## src/rtl/zcnn_ram.sv

```systemverilog
// Generic single-write, single-read RAM with registered read data.
module zcnn_ram #(
    parameter int WIDTH = 8,
    parameter int DEPTH = 16
) (
    input  logic                     aclk,
    input  logic                     we,
    input  logic [$clog2(DEPTH)-1:0] waddr,
    input  logic [WIDTH-1:0]         wdata,
    input  logic [$clog2(DEPTH)-1:0] raddr,
    output logic [WIDTH-1:0]         rdata
);

    logic [WIDTH-1:0] mem [DEPTH];

    always_ff @(posedge aclk) begin
        if (we) begin
            mem[waddr] <= wdata;
        end
        rdata <= mem[raddr];
    end

endmodule

```

## config.mk

```make
export PLATFORM = sky130hd
export DESIGN_NAME = zcnn_ram
export DESIGN_NICKNAME = d
export VERILOG_FILES = /design/src/rtl/zcnn_ram.sv
export SDC_FILE = /design/constraint.sdc
export NUM_CORES = 1
export LEC_CHECK = 0
export BUFFER_PORTS_ARGS = -buffer_cell sky130_fd_sc_hd__buf_2
export CAP_MARGIN = 30
export CORE_ASPECT_RATIO = 0.8
export CORE_MARGIN = 1
export CORE_UTILIZATION = 55
export CTS_CLUSTER_DIAMETER = 40
export DETAILED_ROUTE_END_ITERATION = 8
export PLACE_DENSITY = 0.82
export SYNTH_ARGS = -nofsm -noshare
export SYNTH_HDL_FRONTEND = slang
export SYNTH_SLANG_ARGS = --single-unit
```

## constraint.sdc

```tcl
create_clock -name aclk -period 2.6 [get_ports aclk]
set_input_delay 0.52 -clock aclk [delete_from_list [all_inputs] [get_ports aclk]]
set_output_delay 0.52 -clock aclk [all_outputs]
set_load 0.005 [all_outputs]
```

==> out/results.tsv <==
stage	metric	value	unit
clock_tree	htree_levels	4	
floorplanning	rows	31	
synth	netlist_instances	229	
grt	grt_pass1_vias	2479	
clock_tree	clk_latency	410	ps
clock_tree	clock_sinks	136	
worst_setup_path	endpoint_kind	flip-flop	
clock_tree	cts_buffers	17	
outcome	status	finished clean	
worst_setup_path	arrival	1870	ps
placement	place_area	0.005500	sq mm
grt	grt_overflow	0	
cells_and_area	area_growth	19.71	%
clock_tree	ctsResizeCount	0	
routing	drc	0	
grt	antenna_found_initial	0	
synth	synth-seq-cells	136	
timing	slew_viol_final	0	
timing	finalCritPeriodShare	60.67	%
floorplanning	fp.dieH	88.53	um
synth	ys_seq_area_share	77.78	%
worst_setup_path	r2r-end	rdata[6]	
grt	grt_pass1_wl	14150	um
timing	rsz0062_at_grt	false	
hold_path	timing.hold.worst.class	input port to flip-flop	
floorplanning	die_w	110.2	um
cells_and_area	antenna_cells	0	
routing	num_vias	2483	
worst_setup_path	cp.required	2890	ps
worst_setup_path	ff2ff_path_depth	3	
routing	avgViaCountPerCell	6.027	
clock_tree	cts_root_buf	clkbuf_16	
floorplanning	initial_core_util	56.71	%
floorplanning	core	0.009076	sq mm
placement	gp_congestion	0.7546	
synth	ys.warnings.count	0	
routing	drt-wirelength-per-cell	23.44	um
worst_setup_path	start_kind	input port	
floorplanning	num_io_pins	26	
hold_path	hold-path-endpoint	mem[15][2]	
cells_and_area	drive_above_1_share	30.98	%
placement	portBuffers	25	
synth	synth_nets	247	
worst_setup_path	r2r-start	mem[11][6]	
timing	fin_crit	1577	ps
grt	grt_use_total	22.38	%
clock_tree	cts_tree	yes	
cells_and_area	layout_common_cells	edfxtp_1, buf_2, buf_4	
grt	grt_max_degree	33	
synth	synth_cell_type_count	19	
pwr	p_leak	2.132	nW
routing	ant_nets	0	
timing	tightest_slew	719.8	ps
timing	finalClockSkew	6.538	ps
cells_and_area	final_common_cell	edfxtp_1	
cells_and_area	fin_area	0.006162	sq mm
worst_setup_path	worstPathMaxFanout	16	
placement	dp_slack	604.0	ps
placement	place_hpwl	6149	um
synth	syn_area	0.005147	sq mm
timing	setup_ws	1023	ps
timing	finalSetupViolations	0	
clock_tree	holdBufCountCts	0	
routing	drt_first_pass_iters	4	
floorplanning	die-area	0.009752	sq mm
timing	tns	0	ps
worst_setup_path	rrSetupSlack	1250	ps
hold_path	hold_depth	1	
flow_run	cap_violations	0	
routing	drt-initial-drc-count	165	
cells_and_area	final_util	67.89	%
routing	routed_wl	9657	um
hold_path	hold_path_startpoint	wdata[2]	
timing	whs	495.7	ps
timing	relSlewSlack	51.92	%
timing	report.final.hold_viol_count	0	
pwr	pwr_density_cell	868.8	mW/mm^2
worst_setup_path	path_class	input port to flip-flop	
cells_and_area	final_nets	302	
timing	fmax	0.6339	GHz
synth	synth_area_per_cell	22.48	sq um
clock_tree	post_cts_buffers	0	
clock_tree	clockBufferDepth	2	
pwr	irDropWorstVdd	783.3	uV
clock_tree	clk_pin_slew	60	ps
## cell usage after synthesis (all sizes together)
| library cell | instances | area, sq um |
|---|---|---|
| nand2 | 9 | 33.78 |
| nor3 | 4 | 20.02 |
| nor2 | 13 | 48.80 |
| dfxtp | 8 | 160.2 |
| clkdlybuf4s25 | 3 | 30.03 |
| mux4 | 32 | 773.2 |
| and2b | 1 | 7.510 |
| or3b | 1 | 8.760 |
| nand2b | 2 | 12.51 |
| nand3 | 1 | 5.000 |
| nor2b | 1 | 6.260 |
| buf | 7 | 56.30 |
| and2 | 1 | 6.260 |
| a22oi | 16 | 120.1 |
| nand3b | 2 | 15.01 |
| edfxtp | 128 | 3844 |
## cell type report
class	instances	area, sq um
well taps	115	143.9
fillers	560	2914
flip-flops and latches	136	4004
repair buffers	46	295.3
clock inverters	9	193.9
multi-input cells	83	1057
clock buffers	23	467.9
## where the power goes
part	internal, mW	total [mW]	switching (mW)
logic	0.0982	0.223	0.125
registers	2.45	2.47	0.0174
clock network	1.84	2.66	0.819
## critical path, cell delays in order
cell     delay [ps]
buf_2           350
buf_4           280
mux4_2          310
a22oi_1         320
nand2_1          80
## logic make-up after synthesis
logic type      Yosys count  share of synthesized area [%]
buf+inv                  10                          1.677
flops                   136                          77.78
simple gates             35                          3.184
mux                      32                          15.02
compound gates           16                          2.334
## routing by layer
layer  track usage, %  wire length (um)  up-vias
li1                 -                 -     1081
met2            32.95              4539       96
met1            31.23              4318     1293
met5                0                 0        -
met3            7.806               631       13
met4            8.852               167        0
## registers in the layout (all words and copies together) (netlist names)
signal / count
mem: 128
rdata: 8
## metrics by stage
| step | cells | power (mW) |
|---|---|---|
| finish | 412 | 5.354 |
| global route | 412 | 5.503 |
| CTS | 412 | 5.384 |
| detailed placement | 380 | 2.738 |
| global placement | 380 | 2.728 |
| floorplan | 229 | 2.633 |
## how the worst max path moves through the flow
stage | from | to | slack (ps) | cells past startpoint
finish | raddr[1] | rdata[6] | 1020 | 5
global route | raddr[1] | rdata[7] | 970 | 5
CTS | raddr[1] | rdata[7] | 1010 | 5
detailed placement | raddr[1] | rdata[7] | 600 | 5
global placement | raddr[1] | rdata[7] | 580 | 5
floorplan | waddr[2] | mem[0][0] | 590 | 2
Note: power is estimated with default switching activity, not from simulation.
