==> src/rtl/zcnn_pkg.sv <==
// Shared types, widths and constants of the z-score class nearest-neighbor block.
package zcnn_pkg;

    localparam int MAX_POINTS = 64;
    localparam int FEATURES   = 4;
    localparam int FEAT_W     = 16;
    localparam int CLASS_W    = 3;
    localparam int IDX_W      = $clog2(MAX_POINTS);
    localparam int CNT_W      = $clog2(MAX_POINTS + 1);
    localparam int WORD_W     = 4 * FEAT_W + CLASS_W;
    localparam int SUM_W      = FEAT_W + CNT_W;
    localparam int DEV_W      = SUM_W + 1;
    localparam int SQ_W       = 2 * DEV_W;
    localparam int SCAT_W     = SQ_W + IDX_W;
    localparam int N3_W       = 3 * CNT_W;
    localparam int DX_W       = FEAT_W + 1;
    localparam int DX2_W      = 2 * FEAT_W;
    localparam int PROD_W     = N3_W + DX2_W;
    localparam int FRAC_W     = 16;
    localparam int QUO_W      = FRAC_W + CNT_W + 1;
    localparam int LOW_W      = QUO_W - FRAC_W;
    localparam int CONTRIB_W  = DX2_W;
    localparam int ACC_W      = CONTRIB_W + 2;
    localparam int ROOT_W     = ACC_W / 2;
    localparam int DIST_W     = 16;
    localparam int PIDX_W     = 6;

    localparam logic [DIST_W-1:0] DIST_SAT   = '1;
    localparam logic [DIST_W-1:0] KEEP_RESET = 16'd256;

    typedef struct packed {
        logic signed [FEAT_W-1:0] feature_a;
        logic signed [FEAT_W-1:0] feature_b;
        logic signed [FEAT_W-1:0] feature_c;
        logic signed [FEAT_W-1:0] feature_d;
        logic [CLASS_W-1:0]       class_id;
        logic                     final_point;
    } in_t;

    typedef struct packed {
        logic [PIDX_W-1:0] point_index;
        logic [DIST_W-1:0] nearest_distance;
        logic              kept;
        logic              raw_used;
        logic              last_result;
    } out_t;

    typedef struct packed {
        logic clear;
        logic load_en;
        logic scat_en;
        logic pair_start;
        logic raw;
    } lane_ctl_t;

    typedef struct packed {
        logic busy;
        logic zero;
    } lane_st_t;

endpackage

==> src/rtl/zcnn_lane.sv <==
// One feature lane: running sum, scatter, and per-pair squared difference (normalized unless raw).
module zcnn_lane
    import zcnn_pkg::*;
(
    input  logic                     aclk,
    input  logic                     aresetn,
    input  lane_ctl_t                ctl,
    input  logic signed [FEAT_W-1:0] x_load,
    input  logic signed [FEAT_W-1:0] x_ram,
    input  logic signed [FEAT_W-1:0] xi,
    input  logic [CNT_W-1:0]         n,
    input  logic [N3_W-1:0]          n3,
    output lane_st_t                 st,
    output logic [CONTRIB_W-1:0]     contrib
);

    localparam int CW = $clog2(QUO_W);

    typedef enum logic [1:0] {L_IDLE, L_SQ, L_MUL, L_DIV} lstate_t;

    lstate_t                   state_reg;
    logic signed [SUM_W-1:0]   sum_reg;
    logic signed [DEV_W-1:0]   dev_reg;
    logic [SQ_W-1:0]           sq_reg;
    logic [SCAT_W-1:0]         scat_reg;
    logic                      v1_reg;
    logic                      v2_reg;
    logic signed [DX_W-1:0]    dx_reg;
    logic [DX2_W-1:0]          dx2_reg;
    logic [SCAT_W-1:0]         rem_reg;
    logic [QUO_W-1:0]          sh_reg;
    logic [QUO_W-1:0]          quo_reg;
    logic [CW-1:0]             cnt_reg;
    logic [CONTRIB_W-1:0]      contrib_reg;

    logic signed [DEV_W-1:0]   nx;
    logic signed [DEV_W-1:0]   dev_next;
    logic signed [SQ_W-1:0]    sq_full;
    logic signed [2*DX_W-1:0]  dx2_full;
    logic [PROD_W-1:0]         prod;
    logic [SCAT_W:0]           trial;
    logic [SCAT_W:0]           diff;
    logic                      ge;

    assign nx       = $signed({1'b0, n}) * x_ram;
    assign dev_next = nx - DEV_W'(sum_reg);
    assign sq_full  = dev_reg * dev_reg;
    assign dx2_full = dx_reg * dx_reg;
    assign prod     = PROD_W'(n3) * PROD_W'(dx2_reg);
    assign trial    = {rem_reg, sh_reg[QUO_W-1]};
    assign diff     = trial - {1'b0, scat_reg};
    assign ge       = trial >= {1'b0, scat_reg};

    assign st.busy  = (state_reg != L_IDLE);
    assign st.zero  = (scat_reg == '0);
    assign contrib  = contrib_reg;

    always_ff @(posedge aclk) begin
        if (!aresetn) begin
            state_reg <= L_IDLE;
            sum_reg   <= '0;
            scat_reg  <= '0;
            v1_reg    <= 1'b0;
            v2_reg    <= 1'b0;
        end else begin
            v1_reg <= ctl.scat_en;
            v2_reg <= v1_reg;
            if (ctl.scat_en) begin
                dev_reg <= dev_next;
            end
            if (v1_reg) begin
                sq_reg <= SQ_W'(unsigned'(sq_full));
            end
            if (ctl.clear) begin
                sum_reg  <= '0;
                scat_reg <= '0;
            end else begin
                if (ctl.load_en) begin
                    sum_reg <= sum_reg + SUM_W'(x_load);
                end
                if (v2_reg) begin
                    scat_reg <= scat_reg + SCAT_W'(sq_reg);
                end
            end

            case (state_reg)
                L_IDLE: begin
                    if (ctl.pair_start) begin
                        dx_reg    <= DX_W'(xi) - DX_W'(x_ram);
                        state_reg <= L_SQ;
                    end
                end
                L_SQ: begin
                    dx2_reg   <= dx2_full[DX2_W-1:0];
                    state_reg <= L_MUL;
                end
                L_MUL: begin
                    if (ctl.raw) begin
                        contrib_reg <= CONTRIB_W'(dx2_reg);
                        state_reg   <= L_IDLE;
                    end else begin
                        rem_reg   <= SCAT_W'(prod >> LOW_W);
                        sh_reg    <= {prod[LOW_W-1:0], {FRAC_W{1'b0}}};
                        quo_reg   <= '0;
                        cnt_reg   <= '0;
                        state_reg <= L_DIV;
                    end
                end
                L_DIV: begin
                    rem_reg <= ge ? diff[SCAT_W-1:0] : trial[SCAT_W-1:0];
                    quo_reg <= {quo_reg[QUO_W-2:0], ge};
                    sh_reg  <= sh_reg << 1;
                    cnt_reg <= cnt_reg + CW'(1);
                    if (cnt_reg == CW'(QUO_W - 1)) begin
                        contrib_reg <= CONTRIB_W'({quo_reg[QUO_W-2:0], ge});
                        state_reg   <= L_IDLE;
                    end
                end
                default: state_reg <= L_IDLE;
            endcase
        end
    end

endmodule

==> config.mk <==
export PLATFORM = sky130hd
export DESIGN_NAME = zcnn_lane
export DESIGN_NICKNAME = d
export VERILOG_FILES = /design/src/rtl/zcnn_pkg.sv /design/src/rtl/zcnn_lane.sv
export SDC_FILE = /design/constraint.sdc
export NUM_CORES = 2
export LEC_CHECK = 0
export BUFFER_PORTS_ARGS = -buffer_cell sky130_fd_sc_hd__buf_2
export CAP_MARGIN = 20
export CORE_ASPECT_RATIO = 2
export CORE_MARGIN = 3
export CORE_UTILIZATION = 33
export DETAILED_ROUTE_END_ITERATION = 7
export PLACE_DENSITY = 0.53
export SLEW_MARGIN = 10
export SYNTH_ARGS = -nofsm -noshare
export SYNTH_HDL_FRONTEND = slang
export SYNTH_SLANG_ARGS = --single-unit
==> constraint.sdc <==
create_clock -name aclk -period 11 [get_ports aclk]
set_input_delay 0.55 -clock aclk [delete_from_list [all_inputs] [get_ports aclk]]
set_output_delay 0.55 -clock aclk [all_outputs]
set_load 0.05 [all_outputs]
==> results.md <==
* Post-synth top flop: edfxtp_1
* HP Class: in -> reg
* CTS Hold Bufs at 0
* Slew Limit Fails at 0
* Per-cell routed wire length at 20.91 um
* CP most frequent cell: fa_1
* Cell variety after synth at 79
* Final net count at 9,951
* Via count at 53,100
* Drt pass-1 iters at 8
* Synth Warn # at 0
* CP max-delay cell: edfxtp_1
* Clk Latency, worst-skew pair at 0.71 ns
* CTS tree: yes
* Utilization after layout at 0.3558
* Fmax at 0.1096 GHz
* Post-route setup slack at 1.874 ns
* Avg Vias per Cell at 4.921
* CP Data Arrival Time at 9.56 ns
* # DRC at 0
* Max-cap violation count at 0
* WP buf/inv at 5
* Synth Area in Simple Gates at 0.1346
* Largest family of logic cells by synthesized area: adder cells
* Synth Area per Inst at 9.351 um2
* ANT nets after route at 0
* DR iter-0 viols at 2,303
* Total CTS buffers at 42
* # port buffers at 116
* Number of global-route vias before repair at 60,680
* Sink Count at 322
* Status: complete, no violations
* Setup Skew at 0.08682 ns
* Initial antenna violation count at 15
* #FFs+latches synth at 322
* Largest net degree at the start of global routing at 85
* Setup TNS at 0 ns
* Mux contribution to synthesized area at 0.01403
* I/O pin count at 117
* Die H at 672.5 um
* Post-synth EDFFs at 241
* Die area at 228,200 um2
* Register area share after synthesis at 0.1208
* Hpwl dp at 186.1 mm
* Initial Utilization at 0.3316
* Cells after Synth at 7,839
* Mapped Area at 73,300 um2
* Reg clk slew, reported paths at 0.07 ns
* Top cell family by delay on the critical path: adder cells
* Fill cell count at 22,830
* Global-route wire length before repair at 348.9 mm
* Routed WL at 225.7 mm
* Max Root-Sink Buffers at 3
* Core Footprint at 221,000 um2
* Root buf cell: clkbuf_16
* CP startpoint kind: flop
* Unrepaired setup endpoints after global routing: false
* Worst-margin pin slew at 1.215 ns
* Adder-cell share of the synthesized area at 0.5050
* Required @ worst endpoint at 11.44 ns
* Final Hold Viols at 0
* CTS resizes at 0
* Row count at 244
* Fraction of registers with async set or reset after synthesis at 0
* CP peak stage delay at 1.01 ns
* Most frequent cells in the layout: inv_1 (1,830), fa_1 (1,478), nand2_1 (755)
* Critical path endpoint category: flop
* Remaining Overflow, GRT at 0
* Finish-stage setup viols at 0
* Crit Path Category: reg -> reg
* Setup WS pre-CTS at 1.732 ns
* Share of layout cells above drive strength 1 at 0.03960
* Die width at 339.3 um
* Total setup buffers inserted after CTS at 0
* Xor/xnor share of the synthesized area at 0.03716
* H-tree depth at 2
* Placer Congestion at 0.9388
* Worst-path maximum fanout at 21
* GRT Util Overall at 0.1999
* Commonest non-fill, non-tap cell in the layout: inv_1
* Slew Limit Headroom at 0.1812
* Tmin final at 9.126 ns
* Post-synthesis compound-gate area fraction at 0.07904
* Post-route clock period utilization at 0.8296
* Area delta synth->final at 7.275%
## Yosys cell counts (48+ instances only)
master | number | area, um2
a21o_1 | 154 | 1156
a21oi_1 | 274 | 1371
and2_1 | 608 | 3804
clkbuf_1 | 282 | 1059
dfxtp_1 | 81 | 1622
edfxtp_1 | 241 | 7237
fa_1 | 1478 | 29590
ha_1 | 594 | 7432
inv_1 | 1830 | 6869
mux2i_1 | 96 | 960.9
nand2_1 | 756 | 2838
nand3_1 | 63 | 315.3
nor2_1 | 291 | 1092
nor2b_1 | 54 | 337.8
nor3_1 | 48 | 240.2
o21ai_0 | 176 | 880.8
o21bai_1 | 48 | 360.4
xnor2_1 | 222 | 1944
xor2_1 | 89 | 779.5
## worst paths after layout
check | start | endpoint | slack [ns] | cells past startpoint
max | dev_reg[9]$_DFFE_PP_ | sq_reg[46]$_DFFE_PP_ | 1.87 | 25
min | ctl[2] | v1_reg$_SDFF_PN0_ | 0.15 | 2
max reg2reg | dev_reg[9]$_DFFE_PP_ | sq_reg[46]$_DFFE_PP_ | 1.87 | 25
min reg2reg | v1_reg$_SDFF_PN0_ | v2_reg$_SDFF_PN0_ | 0.47 | 1
## worst register-to-register path, cell delays in order, from the launching register on
cell and delay, ns:
edfxtp_1 1.01, inv_1 0.36, nor2_1 0.25, fa_1 0.44, inv_1 0.14, fa_1 0.44
inv_1 0.08, fa_1 0.40, inv_1 0.09, fa_1 0.45, fa_1 0.56, inv_1 0.05
fa_1 0.49, fa_1 0.42, ha_1 0.38, a21oi_1 0.09, o21ai_0 0.24, a211oi_1 0.11
o21ai_0 0.97, a31oi_1 0.54, or4_1 0.65, a31oi_1 0.29, nand4_1 0.14, nand4b_1 0.12
a21oi_1 0.08, xnor2_1 0.13
## cell families after synthesis
family / after synthesis
buffers and inverters: 2124
adders and majority gates: 2072
and+or+nand+nor: 2011
AOI/OAI and AO/OA: 895
DFF: 322
xor gates and xnor gates: 311
muxes: 102
other: 2
## final cells by class
cell class / count / area [um2] / area share
clock buffers: 49 / 1087 / 0.01383
clock inverters: 28 / 334.1 / 0.004248
well taps: 2952 / 3694 / 0.04697
inverters: 1830 / 6869 / 0.08735
multi-input cells: 5400 / 56520 / 0.7187
repair buffers: 200 / 1246 / 0.01585
flip-flops and latches: 322 / 8860 / 0.1127
diodes: 11 / 27.53 / 0.0003500
## through the flow
step,std cells,area (um2),hold WS [ns]
2_1_floorplan,7846,73330,0.4271
4_1_cts,10780,78580,0.1140
6_report,10790,78640,0.1498
5_1_grt,10780,78620,0.1337
3_3_place_gp,10700,77120,0.4560
3_5_place_dp,10700,77160,0.4557
## metal layers
metal  share of wire  vias to the layer above  GRT usage  routed length (um)
li1                -                    23910          -                   -
met1            0.32                    27340     0.1902               72650
met2            0.56                     1213     0.3998              127300
met3           0.035                      629    0.02124                7895
met4           0.079                       10     0.1287               17790
met5         0.00027                        -          0                  62
Power is left out: the tool's default activity adds up to more than one toggle a clock period on the data nets, which glitch-free logic cannot reach.
