**src/rtl/zcnn_pkg.sv**
```systemverilog
// Shared types, widths and constants of the z-score class nearest-neighbor block.
package zcnn_pkg;

    localparam int MAX_POINTS = 64;
    localparam int FEATURES   = 4;
    localparam int FEAT_W     = 16;
    localparam int CLASS_W    = 3;
    localparam int IDX_W      = $clog2(MAX_POINTS);
    localparam int CNT_W      = $clog2(MAX_POINTS + 1);
    localparam int WORD_W     = 4 * FEAT_W + CLASS_W;
    localparam int SUM_W      = FEAT_W + CNT_W;
    localparam int DEV_W      = SUM_W + 1;
    localparam int SQ_W       = 2 * DEV_W;
    localparam int SCAT_W     = SQ_W + IDX_W;
    localparam int N3_W       = 3 * CNT_W;
    localparam int DX_W       = FEAT_W + 1;
    localparam int DX2_W      = 2 * FEAT_W;
    localparam int PROD_W     = N3_W + DX2_W;
    localparam int FRAC_W     = 16;
    localparam int QUO_W      = FRAC_W + CNT_W + 1;
    localparam int LOW_W      = QUO_W - FRAC_W;
    localparam int CONTRIB_W  = DX2_W;
    localparam int ACC_W      = CONTRIB_W + 2;
    localparam int ROOT_W     = ACC_W / 2;
    localparam int DIST_W     = 16;
    localparam int PIDX_W     = 6;

    localparam logic [DIST_W-1:0] DIST_SAT   = '1;
    localparam logic [DIST_W-1:0] KEEP_RESET = 16'd256;

    typedef struct packed {
        logic signed [FEAT_W-1:0] feature_a;
        logic signed [FEAT_W-1:0] feature_b;
        logic signed [FEAT_W-1:0] feature_c;
        logic signed [FEAT_W-1:0] feature_d;
        logic [CLASS_W-1:0]       class_id;
        logic                     final_point;
    } in_t;

    typedef struct packed {
        logic [PIDX_W-1:0] point_index;
        logic [DIST_W-1:0] nearest_distance;
        logic              kept;
        logic              raw_used;
        logic              last_result;
    } out_t;

    typedef struct packed {
        logic clear;
        logic load_en;
        logic scat_en;
        logic pair_start;
        logic raw;
    } lane_ctl_t;

    typedef struct packed {
        logic busy;
        logic zero;
    } lane_st_t;

endpackage

```
**src/rtl/zcnn_isqrt.sv**
```systemverilog
// Bit-serial integer square root of the nearest squared distance.
module zcnn_isqrt
    import zcnn_pkg::*;
(
    input  logic              aclk,
    input  logic              aresetn,
    input  logic              start,
    input  logic [ACC_W-1:0]  value,
    output logic              busy,
    output logic [ROOT_W-1:0] root
);

    localparam int BIT0 = ((ACC_W - 1) / 2) * 2;

    logic [ACC_W-1:0] v_reg;
    logic [ACC_W-1:0] res_reg;
    logic [ACC_W-1:0] bit_reg;
    logic             busy_reg;
    logic [ACC_W:0]   trial;

    assign trial = {1'b0, res_reg} + {1'b0, bit_reg};
    assign busy  = busy_reg;
    assign root  = res_reg[ROOT_W-1:0];

    always_ff @(posedge aclk) begin
        if (!aresetn) begin
            busy_reg <= 1'b0;
        end else if (start) begin
            v_reg    <= value;
            res_reg  <= '0;
            bit_reg  <= ACC_W'(1) << BIT0;
            busy_reg <= 1'b1;
        end else if (busy_reg) begin
            if (bit_reg == '0) begin
                busy_reg <= 1'b0;
            end else begin
                if ({1'b0, v_reg} >= trial) begin
                    v_reg   <= v_reg - trial[ACC_W-1:0];
                    res_reg <= (res_reg >> 1) + bit_reg;
                end else begin
                    res_reg <= res_reg >> 1;
                end
                bit_reg <= bit_reg >> 2;
            end
        end
    end

endmodule

```
**config.mk**
```make
export PLATFORM = sky130hd
export DESIGN_NAME = zcnn_isqrt
export DESIGN_NICKNAME = d
export VERILOG_FILES = /design/src/rtl/zcnn_pkg.sv /design/src/rtl/zcnn_isqrt.sv
export SDC_FILE = /design/constraint.sdc
export NUM_CORES = 1
export LEC_CHECK = 0
export BUFFER_PORTS_ARGS = -buffer_cell sky130_fd_sc_hd__buf_2
export CAP_MARGIN = 20
export CELL_PAD_IN_SITES_DETAIL_PLACEMENT = 1
export CELL_PAD_IN_SITES_GLOBAL_PLACEMENT = 2
export CORE_AREA = 2 2 179 181
export CTS_CLUSTER_DIAMETER = 200
export CTS_CLUSTER_SIZE = 20
export DETAILED_ROUTE_END_ITERATION = 10
export DIE_AREA = 0 0 181 183
export PLACE_DENSITY = 0.58
export SLEW_MARGIN = 20
export SYNTH_ARGS = -nofsm -noshare
export SYNTH_HDL_FRONTEND = slang
export SYNTH_SLANG_ARGS = --single-unit
export TNS_END_PERCENT = 20
```
**constraint.sdc**
```tcl
create_clock -name aclk -period 8.1 [get_ports aclk]
set_input_delay 0.81 -clock aclk [delete_from_list [all_inputs] [get_ports aclk]]
set_output_delay 0.81 -clock aclk [all_outputs]
set_load 0.01 [all_outputs]
```
==> key figures, run 1 <==
Timing
  • Final hold violation count: 0
  • Time the final worst path needs with I/O delays and setup: 6.28 ns
  • Achievable frequency: 159 MHz
  • Skew final: 0.0128 ns
  • Final setup TNS: 0 ns
  • Rel. slew slack: 39.6%
  • Number of pins exceeding their max-slew limit in the final report: 0
  • Setup WS post-layout: 1.82 ns
  • Slew at the pin closest to its max-slew limit: 0.905 ns
  • Setup repair after global routing missed its margin: no
  • Post-route clock period utilization: 77.5%
  • Number of failing setup endpoints in the final timing report: 0

Power and ir drop
  • Power per standard cell area: 235 nW/um2
  • Combinational share of power: 47.2%
  • Design Power: 2.08 mW
  • Net Sw Power: 862 uW
  • Sequential share of power: 30.1%
  • Switching Share: 41.4%
  • Fraction of power consumed by the clock network: 22.7%
  • VDD IR max: 0.105 mV
  • Int Pwr: 1.22 mW
  • Static leakage: 3.34 nW

Worst setup path
  • Data required time of the worst path: 8.21 ns
  • Largest fanout on the critical path: 17
  • Critical path launch point type: flip-flop
  • Register-to-register setup slack: 1.82 ns
  • Crit path DAT: 6.39 ns
  • Type of the worst setup path: flip-flop to flip-flop
  • Endpoint class of the critical path: flip-flop

Die
  • Overall die area: 33100 um2
  • Die Y: 183 um
  • Initial standard-cell utilization of the core: 25.5%
  • Number of placement rows: 65
  • Core area: 31200 um2
  • Width of the die: 181 um
  • Top-level port count: 55

Synthesis
  • Post-synthesis cell type with the largest combined area: sky130_fd_sc_hd__edfxtp_1
  • Count of unique library cells instantiated by Yosys: 73
  • Warning count from the yosys run: 0
  • Average footprint of a synthesized cell: 8.97 um2
  • Cell types occupying the most area after synthesis: sky130_fd_sc_hd__edfxtp_1 (32%), sky130_fd_sc_hd__ha_1 (11%), sky130_fd_sc_hd__nand2_1 (4.0%), sky130_fd_sc_hd__o21ai_0 (3.8%), sky130_fd_sc_hd__a21oi_1 (3.7%)
  • Number of instances in the synthesized netlist: 888
  • Number of enable-type register cells in the synthesized netlist: 85
  • Synthesized flop and latch total: 86
  • Ys flop type: sky130_fd_sc_hd__edfxtp_1
  • Area of the mapped netlist: 7970 um2
  • Top-area cell type share of the netlist area: 32.0%
  • Mapped Nets: 996
  • Async S/R FF share, synth: 0%
  • Share of the yosys chip area belonging to registers: 32.3%

Finish
  • Final design utilization: 28.4%
  • Post-Layout Inst Area: 8860 um2
  • Layout cell share with drive strength beyond 1: 13.0%
  • Most frequent cells in the layout: sky130_fd_sc_hd__nand2_1 (85), sky130_fd_sc_hd__edfxtp_1 (85), sky130_fd_sc_hd__ha_1 (70)
  • Antenna fix cells: 0
  • Nets@finish: 1024
  • Relative area change from synthesis to final layout: 11.2%

Route
  • Routed wire per std cell: 20.3 um
  • Total DRC errors in the routed layout: 0
  • Total number of vias: 6927
  • Remaining number of nets flagged by the antenna check after routing: 0
  • Number of vias per cell: 5.24
  • Detailed Routing Iterations Pass 1: 4
  • Post-detailed-routing wire length: 26800 um
  • Number of design-rule violations left by the first detailed-router iteration: 333

Placement
  • Post-DP HPWL: 20400 um
  • Placed inst area: 8550 um2
  • Final GP Congestion: 0.795
  • Port-buffer cells: 54
  • Pre-CTS WS: 1.72 ns

Clocking
  • Insertion delay of the later-clocked pin in the worst-skew pair: 0.36 ns
  • Number of hold buffers added after cts: 0
  • Number of clock sinks seen by CTS: 86
  • Number of gates given a new drive strength after cts: 0
  • Number of H-tree levels: 3
  • CTS root buffer: sky130_fd_sc_hd__clkbuf_16
  • Number of CTS-inserted buffers: 9
  • Reg clk slew, reported paths: 0.07 ns
  • Max Buffers Root-to-Sink: 2
  • Number of buffers inserted by post-CTS setup repair: 0
  • CTS tree: built

Worst hold path
  • Class of the tightest hold or removal check: flip-flop to flip-flop

Global route
  • GRT overflow: 0
  • GRT Resource Usage Total: 16.6%
  • Initial antenna violation count: 0
  • Largest net degree at the start of global routing: 72
  • Vias in the first global route: 7127
  • Wire length of the first global-routing pass: 42500 um

Status
  • Status: finished clean

Job
  • Reported max-cap violation count: 0
## cells in the mapped netlist, drive strengths merged (5+ instances only)
cell type	instances
a211oi	26
a21boi	5
a21o	22
a21oi	61
a311oi	11
a31o	15
a31oi	25
and2	7
and3	12
buf	27
clkbuf	18
edfxtp	85
ha	70
inv	31
mux2	8
nand2	85
nand2b	5
nand3	17
nand4	13
nor2	63
nor2b	25
nor3	20
nor3b	6
nor4	8
nor4b	5
o211ai	7
o21a	12
o21ai	63
o21bai	11
o31ai	12
or2	6
xnor2	32
xor2	32
## area by class of cell
cell class	instances	area, um2
multi-input cells	726	5020
fillers	3729	22400
well taps	402	503
clock buffers	10	229
flip-flops and latches	86	2570
repair buffers	62	333
inverters	31	116
clock inverters	6	86.3
## worst paths after layout
check	start	end	depth (start not counted)
setup / recovery	res_reg[4]$_SDFFCE_PP0P_	res_reg[3]$_SDFFCE_PP0P_	19
hold / removal	busy$_SDFF_PN0_	busy$_SDFF_PN0_	2
setup reg to reg	res_reg[4]$_SDFFCE_PP0P_	res_reg[3]$_SDFFCE_PP0P_	19
hold reg to reg	busy$_SDFF_PN0_	busy$_SDFF_PN0_	2
## critical path, cell delays in order, from the launching register on
cell,delay (ns)
sky130_fd_sc_hd__edfxtp_1,0.52
sky130_fd_sc_hd__ha_1,0.39
sky130_fd_sc_hd__a21oi_1,0.25
sky130_fd_sc_hd__o21ai_0,0.19
sky130_fd_sc_hd__a41oi_1,0.34
sky130_fd_sc_hd__o21bai_1,0.21
sky130_fd_sc_hd__a211oi_1,0.55
sky130_fd_sc_hd__o21ai_0,0.23
sky130_fd_sc_hd__a21oi_1,0.21
sky130_fd_sc_hd__xor2_1,0.11
sky130_fd_sc_hd__ha_1,0.38
sky130_fd_sc_hd__and2_1,0.18
sky130_fd_sc_hd__and3_1,0.23
sky130_fd_sc_hd__nor3b_1,0.25
sky130_fd_sc_hd__o21ai_0,0.16
sky130_fd_sc_hd__a211oi_2,0.39
sky130_fd_sc_hd__or3_1,0.78
sky130_fd_sc_hd__buf_4,0.31
sky130_fd_sc_hd__a311oi_1,0.10
sky130_fd_sc_hd__a31o_2,0.24
## kinds of logic (layout without fill, tap and decap cells)
logic type | count (synthesis) | in the layout | share of synthesized area [%]
XOR/XNOR | 64 | 64 | 7.04
adder cells (fa/ha/maj) | 71 | 71 | 11.2
AND/OR/NAND/NOR | 288 | 288 | 18.0
AO/OA/AOI/OAI | 295 | 295 | 25.4
flip-flops | 86 | 86 | 32.3
multiplexers | 8 | 8 | 1.18
buffers and inverters | 76 | 109 | 4.81
## power by group through the flow
stage                     clock (mW)  combinational, mW  sequential (mW)
after floorplan                    0              0.746            0.614
after global placement             0              0.992            0.639
after detailed placement           0              0.991            0.639
after CTS                      0.491              0.998            0.630
after global routing           0.505               1.11            0.636
final                          0.474              0.983            0.627
## routing by layer
metal	track usage, %	share of wire [%]	routed length (um)
met1	23.1	50	13500
met2	27.7	47	12500
met3	2.16	2.3	628
met4	3.12	0.76	204
met5	0	0	0
## through the flow
stage               cells  hold slack, ns
floorplan             888           0.511
global placement     1307           0.579
detailed placement   1307           0.581
CTS                  1323           0.593
global route         1323           0.648
finish               1323           0.579
No activity file was read; power rests on OpenSTA's default activity.
==> inputs of run 2 (changes only) <==
--- a/config.mk
+++ b/config.mk
@@ -5,16 +5,17 @@
 export SDC_FILE = /design/constraint.sdc
 export NUM_CORES = 1
 export LEC_CHECK = 0
+export ABC_AREA = 1
 export BUFFER_PORTS_ARGS = -buffer_cell sky130_fd_sc_hd__buf_2
 export CAP_MARGIN = 20
 export CELL_PAD_IN_SITES_DETAIL_PLACEMENT = 1
 export CELL_PAD_IN_SITES_GLOBAL_PLACEMENT = 2
-export CORE_AREA = 2 2 179 181
+export CORE_AREA = 2 2 192 194
 export CTS_CLUSTER_DIAMETER = 200
 export CTS_CLUSTER_SIZE = 20
 export DETAILED_ROUTE_END_ITERATION = 10
-export DIE_AREA = 0 0 181 183
-export PLACE_DENSITY = 0.58
+export DIE_AREA = 0 0 194 196
+export PLACE_DENSITY = 0.67
 export SLEW_MARGIN = 20
 export SYNTH_ARGS = -nofsm -noshare
 export SYNTH_HDL_FRONTEND = slang
==> constraint.sdc (replaced) <==
create_clock -name aclk -period 5.7 [get_ports aclk]
set_input_delay 0.57 -clock aclk [delete_from_list [all_inputs] [get_ports aclk]]
set_output_delay 0.57 -clock aclk [all_outputs]
set_load 0.01 [all_outputs]
==> key figures, run 2 <==
Global route
  • GRT Resource Usage Total: 18.6% (was 16.6%)
  • GRT overflow: 0 (unchanged)
  • Initial antenna violation count: 0 (unchanged)
  • Vias in the first global route: 9937 (was 7127)
  • Wire length of the first global-routing pass: 55200 um (was 42500 um)
  • Largest net degree at the start of global routing: 53 (was 72)

Die
  • Core area: 36100 um2 (was 31200 um2)
  • Initial standard-cell utilization of the core: 25.7% (was 25.5%)
  • Width of the die: 194 um (was 181 um)
  • Die Y: 196 um (was 183 um)
  • Top-level port count: 55 (unchanged)
  • Number of placement rows: 70 (was 65)
  • Overall die area: 38000 um2 (was 33100 um2)

Clocking
  • Number of hold buffers added after cts: 0 (unchanged)
  • Number of clock sinks seen by CTS: 86 (unchanged)
  • Max Buffers Root-to-Sink: 2 (unchanged)
  • Number of gates given a new drive strength after cts: 0 (unchanged)
  • Number of buffers inserted by post-CTS setup repair: 0 (unchanged)
  • CTS tree: built (unchanged)
  • Insertion delay of the later-clocked pin in the worst-skew pair: 0.38 ns (was 0.36 ns)
  • Number of H-tree levels: 3 (unchanged)
  • Number of CTS-inserted buffers: 9 (unchanged)
  • CTS root buffer: sky130_fd_sc_hd__clkbuf_16 (unchanged)
  • Reg clk slew, reported paths: 0.07 ns (about the same)

Job
  • Reported max-cap violation count: 0 (unchanged)

Route
  • Number of vias per cell: 4.75 (was 5.24)
  • Post-detailed-routing wire length: 34800 um (was 26800 um)
  • Remaining number of nets flagged by the antenna check after routing: 0 (unchanged)
  • Detailed Routing Iterations Pass 1: 4 (unchanged)
  • Number of design-rule violations left by the first detailed-router iteration: 355 (was 333)
  • Total DRC errors in the routed layout: 0 (unchanged)
  • Total number of vias: 9066 (was 6927)
  • Routed wire per std cell: 18.2 um (was 20.3 um)

Timing
  • Time the final worst path needs with I/O delays and setup: 4.78 ns (was 6.28 ns)
  • Setup repair after global routing missed its margin: no (unchanged)
  • Achievable frequency: 209 MHz (was 159 MHz)
  • Final setup TNS: 0 ns (unchanged)
  • Final hold violation count: 0 (unchanged)
  • Skew final: 0.0117 ns (was 0.0128 ns)
  • Number of pins exceeding their max-slew limit in the final report: 0 (unchanged)
  • Post-route clock period utilization: 83.9% (was 77.5%)
  • Rel. slew slack: 51.1% (was 39.6%)
  • Slew at the pin closest to its max-slew limit: 0.734 ns (was 0.905 ns)
  • Number of failing setup endpoints in the final timing report: 0 (unchanged)

Worst setup path
  • Data required time of the worst path: 5.76 ns (was 8.21 ns)
  • Slowest Stage Delay on Critical Path: 0.53 ns (was 0.78 ns)
  • Worst R2R End: v_reg[25]$_DFFE_PP_ (was res_reg[3]$_SDFFCE_PP0P_)
  • R2R Path Start: res_reg[18]$_SDFFCE_PP0P_ (was res_reg[4]$_SDFFCE_PP0P_)
  • Critical Path Most Common Cell: sky130_fd_sc_hd__nand2_1 (was sky130_fd_sc_hd__o21ai_0)
  • Cells traversed along the worst timing path: ha_1 > nand2_1 > o21ai_0 > nand2_1 > o21ai_0 > a21oi_1 > nand2_1 > a22oi_1 > xor2_1 > ha_1 > nand2_1 > nor2_1 > nand2_1 > nor2_1 > nand4_1 > nand3b_1 > nand3_4 > nand2_8 > o21ai_0 > inv_1 > buf_12 (was ha_1 > a21oi_1 > o21ai_0 > a41oi_1 > o21bai_1 > a211oi_1 > o21ai_0 > a21oi_1 > xor2_1 > ha_1 > and2_1 > and3_1 > nor3b_1 > o21ai_0 > a211oi_2 > or3_1 > buf_4 > a311oi_1 > a31o_2)
  • Depth of the worst register-to-register path: 21 (was 19)
  • Endpoint class of the critical path: flip-flop (unchanged)
  • Type of the worst setup path: flip-flop to flip-flop (unchanged)
  • Largest fanout on the critical path: 36 (was 17)
  • Register-to-register setup slack: 0.92 ns (was 1.82 ns)
  • Critical path launch point type: flip-flop (unchanged)
  • Slowest cell on the critical path: sky130_fd_sc_hd__edfxtp_1 (was sky130_fd_sc_hd__or3_1)
  • Crit path DAT: 4.84 ns (was 6.39 ns)

Synthesis
  • Number of instances in the synthesized netlist: 1402 (was 888)
  • Top-area cell type share of the netlist area: 27.6% (was 32.0%)
  • Synthesized flop and latch total: 86 (unchanged)
  • Cell types occupying the most area after synthesis: sky130_fd_sc_hd__edfxtp_1 (28%), sky130_fd_sc_hd__nand2_1 (18%), sky130_fd_sc_hd__ha_1 (9.5%), sky130_fd_sc_hd__inv_1 (7.6%), sky130_fd_sc_hd__nand3_1 (5.9%) (was sky130_fd_sc_hd__edfxtp_1 (32%), sky130_fd_sc_hd__ha_1 (11%), sky130_fd_sc_hd__nand2_1 (4.0%), sky130_fd_sc_hd__o21ai_0 (3.8%), sky130_fd_sc_hd__a21oi_1 (3.7%))
  • Number of enable-type register cells in the synthesized netlist: 85 (unchanged)
  • Top-count cell post-synth: sky130_fd_sc_hd__nand2_1
  • Warning count from the yosys run: 0 (unchanged)
  • Most frequent cells after synthesis: sky130_fd_sc_hd__nand2_1 (433), sky130_fd_sc_hd__inv_1 (188), sky130_fd_sc_hd__nor2_1 (127) (was sky130_fd_sc_hd__edfxtp_1 (85), sky130_fd_sc_hd__nand2_1 (85), sky130_fd_sc_hd__ha_1 (70))
  • Average footprint of a synthesized cell: 6.61 um2 (was 8.97 um2)
  • Count of unique library cells instantiated by Yosys: 45 (was 73)
  • Ys flop type: sky130_fd_sc_hd__edfxtp_1 (unchanged)
  • Post-synthesis cell type with the largest combined area: sky130_fd_sc_hd__edfxtp_1 (unchanged)
  • Share of the yosys chip area belonging to registers: 27.8% (was 32.3%)
  • Area of the mapped netlist: 9260 um2 (was 7970 um2)
  • Mapped Nets: 1510 (was 996)
  • Async S/R FF share, synth: 0% (unchanged)

Power and ir drop
  • Power per standard cell area: 307 nW/um2 (was 235 nW/um2)
  • Static leakage: 4.80 nW (was 3.34 nW)
  • VDD IR max: 0.105 mV (about the same)

Status
  • Status: finished clean (unchanged)

Worst hold path
  • Worst Hold End: busy$_SDFF_PN0_ (unchanged)
  • Worst Hold Depth: 2 (unchanged)
  • Class of the tightest hold or removal check: input pin to flip-flop (was flip-flop to flip-flop)
  • Worst hold start: aresetn (was busy$_SDFF_PN0_)

Finish
  • Most frequent cells in the layout: sky130_fd_sc_hd__nand2_1 (433), sky130_fd_sc_hd__inv_1 (187), sky130_fd_sc_hd__nor2_1 (127) (was sky130_fd_sc_hd__nand2_1 (85), sky130_fd_sc_hd__edfxtp_1 (85), sky130_fd_sc_hd__ha_1 (70))
  • Antenna fix cells: 0 (unchanged)
  • Storage cell area: 2570 um2 (unchanged)
  • Layout cell share with drive strength beyond 1: 7.57% (was 13.0%)
  • Fillers: 4637 (was 3729)
  • Leading cell type in the layout, fill and taps excluded: sky130_fd_sc_hd__nand2_1
  • Relative area change from synthesis to final layout: 10.9% (was 11.2%)
  • Nets@finish: 1543 (was 1024)
  • Final non-filler cell total: 1908 (was 1323)
  • Multi-input logic area: 5740 um2 (was 5020 um2)
  • Post-Layout Inst Area: 10300 um2 (was 8860 um2)

Placement
  • Inst Count DP: 1892 (was 1307)
  • Post-DP HPWL: 28600 um (was 20400 um)
  • Final GP Congestion: 0.864 (was 0.795)
  • Port-buffer cells: 54 (unchanged)
  • Placed inst area: 9960 um2 (was 8550 um2)
-- run 2: cell types whose count changed in the layout (fill, tap and decap cells not counted), sizes merged, moves of 12 or more --
cell    delta
nand2    +352
inv      +159
nand3     +96
nor2      +69
o21ai     +26
a211oi    -25
nor2b     -25
a21oi     +24
a21o      -19
a31oi     -19
a31o      -15
o21a      -12
o31ai     -12
-- run 2: logic make-up after synthesis --
kind of cell | count (synthesis) | synth area share (%)
DFF | 86 | 27.8
buffers and inverters | 230 | 10.3
and+or+nand+nor | 749 | 34.5
AOI/OAI and AO/OA | 209 | 12.3
xor gates and xnor gates | 57 | 5.39
adders and majority gates | 71 | 9.67
-- run 2: final cells by class --
type,count,share of cell area [%]
Inverter,189,6.91
Tap cell,468,5.70
Sequential cell,86,25.0
Timing Repair Buffer,63,3.43
Multi-Input combinational cell,1086,55.9
Clock inverter,6,0.682
Clock buffer,10,2.33
-- run 2: how the worst max path moves through the flow --
stage	startpoint	endpoint	slack [ns]	cells after the start
floorplan	start	v_reg[0]$_DFFE_PP_	1.06	4
global route	res_reg[6]$_SDFFCE_PP0P_	v_reg[27]$_DFFE_PP_	0.42	24
global placement	res_reg[18]$_SDFFCE_PP0P_	v_reg[25]$_DFFE_PP_	0.93	21
detailed placement	res_reg[18]$_SDFFCE_PP0P_	v_reg[25]$_DFFE_PP_	0.93	21
CTS	res_reg[18]$_SDFFCE_PP0P_	v_reg[25]$_DFFE_PP_	0.89	21
finish	res_reg[18]$_SDFFCE_PP0P_	v_reg[25]$_DFFE_PP_	0.92	21
-- run 2: critical path: cells and delay by family (launching register included) --
kind / cells / cell delay, ns
AND/OR/NAND/NOR: 11 / 1.49
AO/OA/AOI/OAI: 5 / 1.00
buffers and inverters: 2 / 0.37
flip-flops: 1 / 0.53
XOR/XNOR: 1 / 0.18
adder cells (fa/ha/maj): 2 / 0.81
-- run 2: power by group --
| group | leakage (nW) | switching [mW] | internal (mW) |
|---|---|---|---|
| Sequential | 0.829 | 0.0943 | 0.812 |
| Combinational | 3.81 | 1.07 | 0.525 |
| Clock | 0.153 | 0.298 | 0.355 |
| Total | 4.80 | 1.46 | 1.69 |
-- run 2: layer usage --
layer | vias to the layer above | share of wire (%) | track usage (%)
met2 | 82 | 49 | 33.2
li1 | 4648 | - | -
met4 | 0 | 1.4 | 4.01
met3 | 24 | 2.1 | 2.60
met5 | - | 0 | 0
met1 | 4312 | 48 | 23.9
-- run 2: per-stage QoR --
stage,hold WS (ns),setup slack (ns),power (mW),util [%]
floorplan,0.536,1.06,2.04,-
global placement,0.606,0.927,2.50,27.6
detailed placement,0.629,0.925,2.52,27.6
CTS,0.432,0.893,3.19,28.5
global route,0.447,0.415,3.42,28.5
finish,0.458,0.920,3.15,28.5
